File: src/rtl/lsmr_pkg.sv
// Shared types, constants and tables for the lidar sector min-range summary.
package lsmr_pkg;

  localparam int MaxSectors  = 64;
  localparam int SecW        = 6;
  localparam int SecCntW     = 7;
  localparam int CordicSteps = 16;
  localparam int StepW       = 5;
  localparam int CordW       = 28;   // 16 bit input * 256 plus growth headroom
  localparam int SqrtSteps   = 16;   // 32-bit radicand, two bits per step

  localparam logic CMD_POINT = 1'b0;
  localparam logic CMD_EOS   = 1'b1;

  localparam logic [1:0] REG_GATE_LOW  = 2'd0;
  localparam logic [1:0] REG_GATE_HIGH = 2'd1;
  localparam logic [1:0] REG_SECTORS   = 2'd2;

  // Binary angle step table, 65536 per turn.
  function automatic logic [15:0] atan_units(input logic [StepW-1:0] i);
    logic [15:0] v;
    unique case (i)
      5'd0:  v = 16'd8192;
      5'd1:  v = 16'd4836;
      5'd2:  v = 16'd2555;
      5'd3:  v = 16'd1297;
      5'd4:  v = 16'd651;
      5'd5:  v = 16'd326;
      5'd6:  v = 16'd163;
      5'd7:  v = 16'd81;
      5'd8:  v = 16'd41;
      5'd9:  v = 16'd20;
      5'd10: v = 16'd10;
      5'd11: v = 16'd5;
      5'd12: v = 16'd3;
      5'd13: v = 16'd1;
      5'd14: v = 16'd1;
      default: v = 16'd0;
    endcase
    return v;
  endfunction

  // Controller to datapath commands.
  typedef struct packed {
    logic load;       // latch input item, set up CORDIC and root
    logic iterate;    // one CORDIC step and one root step
    logic sec_mul;    // compute sector from angle
    logic update;     // fold kept point into statistics
    logic div_start;  // start mean division
    logic div_step;   // one restoring division step
    logic row_load;   // load output row for current sector
    logic clr_step;   // clear one sector entry, advance index
    logic clr_stats;  // clear scan statistics
  } lsmr_cmd_t;

  // Datapath to controller status.
  typedef struct packed {
    logic is_eos;
    logic iter_done;
    logic div_done;
    logic row_last;   // current sector index is the last one
  } lsmr_sts_t;

endpackage

File: src/rtl/lidar_sector_min_range_summary.sv
// Top level: config registers, stream ports, controller, datapath and output register.
//
//  channel  dir  payload                                            handshake
//  s_axis   in   tuser{command}, tdata{x_mm, y_mm}                  tvalid/tready
//  m_axis   out  tdata{sector row}, tlast                           tvalid/tready
//  cfg      in   cfg_we_i, cfg_idx_i, cfg_data_i                    write enable
//
// A point is accepted, then takes 16 shared CORDIC/root steps, a sector step and an update.
// End of scan: a setup step and 32 mean division steps, then a load and a push step per
// sector row and a clear step; rows wait while m_axis stalls.
// s_axis stays not ready until the summary is done. State clears after the final row.
// Reset clears statistics and sector hit bits; minima memory needs none.
module lidar_sector_min_range_summary (
  input  logic        clk_i,
  input  logic        rst_ni,
  input  logic        s_axis_tvalid,
  output logic        s_axis_tready,
  input  logic        s_axis_tuser,  // command
  input  logic [31:0] s_axis_tdata,  // x_mm[15:0], y_mm[31:16]
  output logic        m_axis_tvalid,
  input  logic        m_axis_tready,
  output logic [87:0] m_axis_tdata,  // sector_index, sector_min_range, sector_hit,
                                     // scan_min, scan_max, scan_mean, point_count
  output logic        m_axis_tlast,
  input  logic        cfg_we_i,
  input  logic [1:0]  cfg_idx_i,
  input  logic [15:0] cfg_data_i
);
  import lsmr_pkg::*;

  logic [15:0] gate_low_q, gate_high_q;
  logic [6:0]  sec_cnt_q;
  always_ff @(posedge clk_i or negedge rst_ni) begin
    if (!rst_ni) begin
      gate_low_q  <= 16'd50;
      gate_high_q <= 16'd10000;
      sec_cnt_q   <= 7'd36;
    end else if (cfg_we_i) begin
      unique case (cfg_idx_i)
        REG_GATE_LOW:  gate_low_q  <= cfg_data_i;
        REG_GATE_HIGH: gate_high_q <= cfg_data_i;
        REG_SECTORS:   sec_cnt_q   <= cfg_data_i[6:0];
        default: ;
      endcase
    end
  end

  lsmr_cmd_t cmd;
  lsmr_sts_t sts;
  logic      push;
  logic [87:0] row;
  logic      ovalid_q;
  logic [87:0] orow_q;

  lsmr_ctrl u_ctrl (
    .clk_i, .rst_ni,
    .in_valid_i (s_axis_tvalid),
    .in_ready_o (s_axis_tready),
    .out_busy_i (ovalid_q && !m_axis_tready),
    .out_push_o (push),
    .sts_i      (sts),
    .cmd_o      (cmd)
  );

  lsmr_dp u_dp (
    .clk_i, .rst_ni,
    .cmd_i        (cmd),
    .sts_o        (sts),
    .in_cmd_i     (s_axis_tuser),
    .in_x_i       (s_axis_tdata[15:0]),
    .in_y_i       (s_axis_tdata[31:16]),
    .gate_low_i   (gate_low_q),
    .gate_high_i  (gate_high_q),
    .sector_cnt_i (sec_cnt_q),
    .row_o        (row)
  );

  // output register
  always_ff @(posedge clk_i or negedge rst_ni) begin
    if (!rst_ni) ovalid_q <= 1'b0;
    else if (push) ovalid_q <= 1'b1;
    else if (m_axis_tready) ovalid_q <= 1'b0;
  end
  always_ff @(posedge clk_i) begin
    if (push) orow_q <= row;
  end

  assign m_axis_tvalid = ovalid_q;
  assign m_axis_tdata  = {1'b0, orow_q[86:0]};
  assign m_axis_tlast  = orow_q[87];

  // never push over an unaccepted row
  assert property (@(posedge clk_i) disable iff (!rst_ni)
    push |-> !(ovalid_q && !m_axis_tready)) else $error("row overwritten");
  // no input accepted while a row waits in the sequence
  assert property (@(posedge clk_i) disable iff (!rst_ni)
    push |-> !s_axis_tready) else $error("input taken during summary");
endmodule

File: src/rtl/lsmr_ctrl.sv
// Controller state machine sequencing points, summary rows and clearing.
module lsmr_ctrl (
  input  logic              clk_i,
  input  logic              rst_ni,
  input  logic              in_valid_i,
  output logic              in_ready_o,
  input  logic              out_busy_i,
  output logic              out_push_o,
  input  lsmr_pkg::lsmr_sts_t sts_i,
  output lsmr_pkg::lsmr_cmd_t cmd_o
);
  import lsmr_pkg::*;

  typedef enum logic [7:0] {
    S_IDLE  = 8'b0000_0001,
    S_ITER  = 8'b0000_0010,
    S_SEC   = 8'b0000_0100,
    S_UPD   = 8'b0000_1000,
    S_DIV   = 8'b0001_0000,
    S_ROW   = 8'b0010_0000,
    S_PUSH  = 8'b0100_0000,
    S_CLR   = 8'b1000_0000
  } state_e;

  state_e state_q, state_d;

  always_ff @(posedge clk_i or negedge rst_ni) begin
    if (!rst_ni) state_q <= S_IDLE;
    else         state_q <= state_d;
  end

  always_comb begin
    state_d    = state_q;
    cmd_o      = '0;
    in_ready_o = 1'b0;
    out_push_o = 1'b0;
    unique case (state_q)
      S_IDLE: begin
        in_ready_o = 1'b1;
        if (in_valid_i) begin
          cmd_o.load = 1'b1;
          state_d = S_ITER;
        end
      end
      S_ITER: begin
        if (sts_i.is_eos) begin
          cmd_o.div_start = 1'b1;
          state_d = S_DIV;
        end else begin
          cmd_o.iterate = 1'b1;
          if (sts_i.iter_done) state_d = S_SEC;
        end
      end
      S_SEC: begin
        cmd_o.sec_mul = 1'b1;
        state_d = S_UPD;
      end
      S_UPD: begin
        cmd_o.update = 1'b1;
        state_d = S_IDLE;
      end
      S_DIV: begin
        cmd_o.div_step = 1'b1;
        if (sts_i.div_done) state_d = S_ROW;
      end
      S_ROW: begin
        // wait for output register to free
        if (!out_busy_i) begin
          cmd_o.row_load = 1'b1;
          state_d = S_PUSH;
        end
      end
      S_PUSH: begin
        out_push_o = 1'b1;
        cmd_o.clr_step = 1'b1;
        state_d = sts_i.row_last ? S_CLR : S_ROW;
      end
      S_CLR: begin
        cmd_o.clr_stats = 1'b1;
        state_d = S_IDLE;
      end
      default: state_d = S_IDLE;
    endcase
  end
endmodule

File: src/rtl/lsmr_dp.sv
// Datapath: CORDIC angle, bitwise square root, statistics, sector table, mean divider.
module lsmr_dp (
  input  logic                clk_i,
  input  logic                rst_ni,
  input  lsmr_pkg::lsmr_cmd_t cmd_i,
  output lsmr_pkg::lsmr_sts_t sts_o,
  input  logic                in_cmd_i,
  input  logic [15:0]         in_x_i,
  input  logic [15:0]         in_y_i,
  input  logic [15:0]         gate_low_i,
  input  logic [15:0]         gate_high_i,
  input  logic [6:0]          sector_cnt_i,
  output logic [87:0]         row_o
);
  import lsmr_pkg::*;

  // effective sector count, 1..MaxSectors
  logic [SecCntW-1:0] nsec;
  always_comb begin
    if (sector_cnt_i == '0) nsec = SecCntW'(1);
    else if (sector_cnt_i > SecCntW'(MaxSectors)) nsec = SecCntW'(MaxSectors);
    else nsec = sector_cnt_i;
  end

  logic              eos_q;
  logic signed [CordW-1:0] cx_q, cy_q;
  logic [15:0]       ang_q;
  logic [StepW-1:0]  step_q;
  logic              origin_q;
  logic [31:0]       rad_q, root_q;
  logic [31:0]       bit_q;
  logic [SecW-1:0]   sec_q;

  logic signed [16:0] xs, ys;
  logic signed [33:0] xx, yy;
  logic [33:0] sq;
  assign xs = $signed({in_x_i[15], in_x_i});
  assign ys = $signed({in_y_i[15], in_y_i});
  assign xx = xs * xs;
  assign yy = ys * ys;
  assign sq = xx + yy;

  // CORDIC step
  logic signed [CordW-1:0] dx, dy;
  assign dx = cy_q >>> step_q;
  assign dy = cx_q >>> step_q;

  // root step
  logic [31:0] trial;
  assign trial = root_q + bit_q;

  always_ff @(posedge clk_i) begin
    if (cmd_i.load) begin
      eos_q    <= in_cmd_i;
      step_q   <= '0;
      origin_q <= (in_x_i == 16'd0) && (in_y_i == 16'd0);
      if (in_x_i[15]) begin
        cx_q  <= CordW'(-xs) <<< 8;
        cy_q  <= CordW'(-ys) <<< 8;
        ang_q <= 16'h8000;
      end else begin
        cx_q  <= CordW'(xs) <<< 8;
        cy_q  <= CordW'(ys) <<< 8;
        ang_q <= 16'h0;
      end
      rad_q  <= sq[31:0];
      root_q <= '0;
      bit_q  <= 32'h4000_0000;
    end else if (cmd_i.iterate) begin
      step_q <= step_q + StepW'(1);
      if (!origin_q) begin
        if (cy_q > 0) begin
          cx_q  <= cx_q + dx;
          cy_q  <= cy_q - dy;
          ang_q <= ang_q + atan_units(step_q);
        end else begin
          cx_q  <= cx_q - dx;
          cy_q  <= cy_q + dy;
          ang_q <= ang_q - atan_units(step_q);
        end
      end
      if (rad_q >= trial) begin
        rad_q  <= rad_q - trial;
        root_q <= (root_q >> 1) + bit_q;
      end else begin
        root_q <= root_q >> 1;
      end
      bit_q <= bit_q >> 2;
    end
  end
  assign sts_o.iter_done = (step_q == StepW'(CordicSteps - 1));
  assign sts_o.is_eos    = eos_q;

  // sector from shifted angle
  logic [15:0] shifted;
  logic [22:0] prod;
  logic [SecW:0] sec_raw;
  assign shifted = ang_q + 16'h8000;
  assign prod    = 23'(shifted) * 23'(nsec);
  assign sec_raw = prod[22:16];
  always_ff @(posedge clk_i) begin
    if (cmd_i.sec_mul) begin
      if (sec_raw >= nsec) sec_q <= SecW'(nsec - SecCntW'(1));
      else                 sec_q <= sec_raw[SecW-1:0];
    end
  end

  // root is below 2^16 after 16 steps for a 32-bit radicand
  logic [16:0] r;
  logic        keep;
  assign r    = root_q[16:0];
  assign keep = (r >= {1'b0, gate_low_i}) && (r <= {1'b0, gate_high_i});

  // statistics and sector table
  logic [15:0] run_min_q, run_max_q, kept_q;
  logic [31:0] total_q;
  logic [15:0] smin_mem [MaxSectors];
  logic [MaxSectors-1:0] seen_q;
  logic [SecW-1:0] idx_q;
  logic [15:0] mem_rd_q;
  logic [15:0] mem_wr;
  logic        mem_we;
  logic [SecW-1:0] mem_addr;

  always_ff @(posedge clk_i or negedge rst_ni) begin
    if (!rst_ni) begin
      run_min_q <= 16'hFFFF;
      run_max_q <= '0;
      total_q   <= '0;
      kept_q    <= '0;
      seen_q    <= '0;
      idx_q     <= '0;
    end else begin
      if (cmd_i.update && keep) begin
        if (r[15:0] < run_min_q) run_min_q <= r[15:0];
        if (r[15:0] > run_max_q) run_max_q <= r[15:0];
        if (kept_q != 16'hFFFF) begin
          total_q <= total_q + 32'(r[15:0]);
          kept_q  <= kept_q + 16'd1;
        end
        seen_q[sec_q] <= 1'b1;
      end
      if (cmd_i.clr_step) begin
        seen_q[idx_q] <= 1'b0;
        idx_q <= sts_o.row_last ? '0 : idx_q + SecW'(1);
      end
      // hit bits beyond the current sector count clear here with the rest
      if (cmd_i.clr_stats) begin
        run_min_q <= 16'hFFFF;
        run_max_q <= '0;
        total_q   <= '0;
        kept_q    <= '0;
        seen_q    <= '0;
      end
    end
  end
  assign sts_o.row_last = (SecCntW'(idx_q) == nsec - SecCntW'(1));

  // sector minimum memory: read in S_SEC, write in S_UPD, read row in S_ROW
  assign mem_addr = cmd_i.update ? sec_q : (cmd_i.sec_mul ?
                    (sec_raw >= nsec ? SecW'(nsec - SecCntW'(1)) : sec_raw[SecW-1:0]) : idx_q);
  assign mem_we   = cmd_i.update && keep &&
                    (!seen_q[sec_q] || (r[15:0] < mem_rd_q));
  assign mem_wr   = r[15:0];
  always_ff @(posedge clk_i) begin
    if (mem_we) smin_mem[mem_addr] <= mem_wr;
    mem_rd_q <= smin_mem[mem_addr];
  end

  // restoring divider for the mean
  logic [31:0] quo_q;
  logic [16:0] rem_q;
  logic [StepW:0] dcnt_q;
  logic [16:0] rtry;
  assign rtry = {rem_q[15:0], quo_q[31]};
  always_ff @(posedge clk_i) begin
    if (cmd_i.div_start) begin
      quo_q  <= total_q;
      rem_q  <= '0;
      dcnt_q <= '0;
    end else if (cmd_i.div_step) begin
      dcnt_q <= dcnt_q + (StepW+1)'(1);
      if (rtry >= {1'b0, kept_q}) begin
        rem_q <= rtry - {1'b0, kept_q};
        quo_q <= {quo_q[30:0], 1'b1};
      end else begin
        rem_q <= rtry;
        quo_q <= {quo_q[30:0], 1'b0};
      end
    end
  end
  assign sts_o.div_done = (dcnt_q == (StepW+1)'(31));

  // row assembly; memory data for the S_ROW address is registered and valid in S_PUSH
  logic        empty;
  logic [15:0] hit_min;
  assign empty   = (kept_q == '0);
  assign hit_min = seen_q[idx_q] ? mem_rd_q : 16'd0;
  assign row_o = {
    sts_o.row_last,
    kept_q,
    empty ? 16'd0 : quo_q[15:0],
    empty ? 16'd0 : run_max_q,
    empty ? 16'd0 : run_min_q,
    seen_q[idx_q],
    hit_min[15:0],
    idx_q
  };
endmodule

File: config.mk
export PLATFORM = sky130hd
export DESIGN_NAME = lidar_sector_min_range_summary
export DESIGN_NICKNAME = d
export VERILOG_FILES = /design/src/rtl/lsmr_pkg.sv /design/src/rtl/lidar_sector_min_range_summary.sv /design/src/rtl/lsmr_ctrl.sv /design/src/rtl/lsmr_dp.sv
export SDC_FILE = /design/constraint.sdc
export NUM_CORES = 2
export LEC_CHECK = 0
export BUFFER_PORTS_ARGS = -buffer_cell sky130_fd_sc_hd__buf_2
export CELL_PAD_IN_SITES_DETAIL_PLACEMENT = 1
export CELL_PAD_IN_SITES_GLOBAL_PLACEMENT = 1
export CORE_ASPECT_RATIO = 2
export CORE_MARGIN = 10
export CORE_UTILIZATION = 40
export CTS_CLUSTER_DIAMETER = 60
export DETAILED_ROUTE_END_ITERATION = 8
export GPL_TIMING_DRIVEN = 0
export PLACE_DENSITY = 0.72
export SLEW_MARGIN = 0
export SYNTH_ARGS = -nofsm -noshare
export SYNTH_HDL_FRONTEND = slang
export SYNTH_HIERARCHICAL = 1
export SYNTH_SLANG_ARGS = --single-unit
File: constraint.sdc
create_clock -name clk_i -period 9 [get_ports clk_i]
set_input_delay 1.8 -clock clk_i [delete_from_list [all_inputs] [get_ports clk_i]]
set_output_delay 1.8 -clock clk_i [all_outputs]
set_load 0.02 [all_outputs]
==> qor.yml <==
reg2reg_setup_slack_ps: -130
routedWlPerCell_um: 31.1
via_per_inst: 5.92
cts_root_buf: "clkbuf_16"
clkTransAtPathRegs_ps: 70
rsz0062_at_grt: "true"
die-area_um2: 269000
r2r-start: "sec_cnt_q[6]"
gr-usage-all-layers_pct: 29.7
drc: 0
synth_area_um2: 99000
start_kind: "flip-flop"
grt_max_degree: 109
top_level_ports: 147
cap_violations: 1
hold_path_end: "u_dp/rem_q[15]"
synthCells: 9260
utilization_pct: 46.7
hp-class: "flip-flop to flip-flop"
maxSlewViolCount: 0
status: "finished, violations left"
initial_utilization_pct: 40.1
violations: "capacitance limit, setup timing"
area_growth_pct: 16.3
worst_pin_slew_ps: 1490
hold_viol_final: 0
gp_congestion: 1.01
cts_inserted_buffers: 150
crit_path_top_delay_cell: "a32o_1"
min_period_ps: 9130
fmax_mhz: 110
holdPathStages: 2
slew_headroom_pct: 0.486
critical_path_arrival_ps: 9920
n_fill_cell: 26532
first_iter_violations: 5962
dieHeight_um: 724
clockBufferDepth: 4
drtPass1Iterations: 6
cts_max_level: 4
holdWs_ps: 477
cp.required_ps: 9790
numPortBuffers: 139
fp.dieW_um: 372
yosys_warnings: 6
wl_mm: 407
finClkSkew_ps: 83.6
cts_tree: "done"
end_kind: "flip-flop"
insertion_delay_ps: 880
post-dp-hpwl_mm: 310
critPathLaunch: "sec_cnt_q[6]"
hold_start: "u_dp/rem_q[15]"
final_antenna_net_count: 0
setup_viol: 5
vias: 77571
layout.nets: 10845
grt_pass1_wl_mm: 582
cp_max_fo: 10
antenna_found_initial: 33
syn-num-nets: 10371
num_rows: 258
grt_pass1_vias: 86502
drive_gt1_share_pct: 14.6
cpPeakStageDelay_ps: 770
timing.final.crit_share_pct: 101
grt_overflow_total: 0
core_um2: 247000
pre_cts_ws_ps: -3700
cts.sinks: 1559
r2r_cells: 31
timing.rr.end: "u_dp/mem_rd_q[9]"
crit_type: "flip-flop to flip-flop"
avgSynthCellArea_um2: 10.7
crit_top_cell: "fa_1"
timing.final.ws_setup_ps: -131
## placed cells by master (no fill, tap or decap), types with 80 or more instances in the layout
master        n
nand2_1    1554
edfxtp_1   1256
inv_1       839
fa_1        591
nor2_1      487
ha_1        448
a21oi_1     368
nand3_1     278
o21ai_0     231
and2_1      217
xnor2_1     213
clkbuf_1    193
and3_1      191
buf_2       180
dfrtp_1     170
clkbuf_16   159
buf_4       136
a31oi_1     119
a211oi_1    118
xor2_1      114
mux2i_1     103
mux2_2       96
nor3_1       96
dfxtp_1      89
a21o_1       83
mux4_2       80
## per-layer routing
metal	share of wire, %	wire length [µm]	global-route usage [%]
met1	29	118000	25.8
met2	52	211000	54.2
met3	5.8	23600	5.39
met4	13	54400	31.7
met5	0.042	172	0
## worst max path at each step
stage | slack (ps) | to
final | -130 | u_dp/mem_rd_q[9]
after global routing | -370 | u_dp/mem_rd_q[9]
after CTS | -40 | u_dp/rad_q[30]
after detailed placement | -3700 | u_dp/smin_mem[21][10]
after global placement | -3850 | u_dp/smin_mem[44][3]
after floorplan | 10 | u_dp/rad_q[31]
## registers in the layout, indices dropped and copies added, names as in the netlist, 7 cells and up, named ones only
| name | count |
|---|---|
| u_ctrl/state_q | 8 |
| u_dp/smin_mem | 1024 |
| u_dp/cx_q | 28 |
| u_dp/ang_q | 16 |
| u_dp/root_q | 32 |
| u_dp/mem_rd_q | 16 |
| u_dp/run_max_q | 16 |
| u_dp/kept_q | 16 |
| u_dp/cy_q | 28 |
| u_dp/seen_q | 64 |
| u_dp/rem_q | 16 |
| orow_q | 88 |
| u_dp/rad_q | 32 |
| u_dp/bit_q | 16 |
| u_dp/total_q | 32 |
| sec_cnt_q | 7 |
| gate_low_q | 16 |
| gate_high_q | 16 |
| u_dp/run_min_q | 16 |
| u_dp/quo_q | 32 |
## critical path, delay by kind of cell (launching register included)
kind	cells	cell delay, ps
AOI/OAI and AO/OA	10	3090
adders and majority gates	6	2600
and+or+nand+nor	7	1510
buffers and inverters	7	1230
DFF	1	490
xor gates and xnor gates	1	140
## cell type report
cell class                      instances  area, µm²  share of cell area, %
Inverter                              862       3290                   2.85
Sequential cell                      1559      44900                   39.0
Clock buffer                          197       4130                   3.58
Clock inverter                         67        666                  0.578
Tap cell                             3250       4070                   3.53
Buffer                                448       2940                   2.56
Timing Repair Buffer                  332       3550                   3.09
Antenna cell                           10       25.0                 0.0217
Multi-Input combinational cell       6381      51600                   44.8
## timing repair
action | in CTS | in global routing
endpoints found under the hold margin | 0 | 0
pin swaps | 57 | 61
endpoints found under the setup margin | 1057 | 1019
resized for setup | 607 | 306
gates cloned | 0 | 3
setup buffers | 76 | 36
hold buffers | 0 | 0
## stage by stage
stage	area (µm²)	instances	TNS, ps
3_3_place_gp	104000	12649	-3715220
3_5_place_dp	106000	12727	-2975140
6_report	115000	13106	-164
2_1_floorplan	99000	9260	0
5_1_grt	115000	13098	-28420
4_1_cts	114000	13059	-46.1
Power is left out: the tool's default activity adds up to more than one toggle a clock period on the data nets, which glitch-free logic cannot reach.
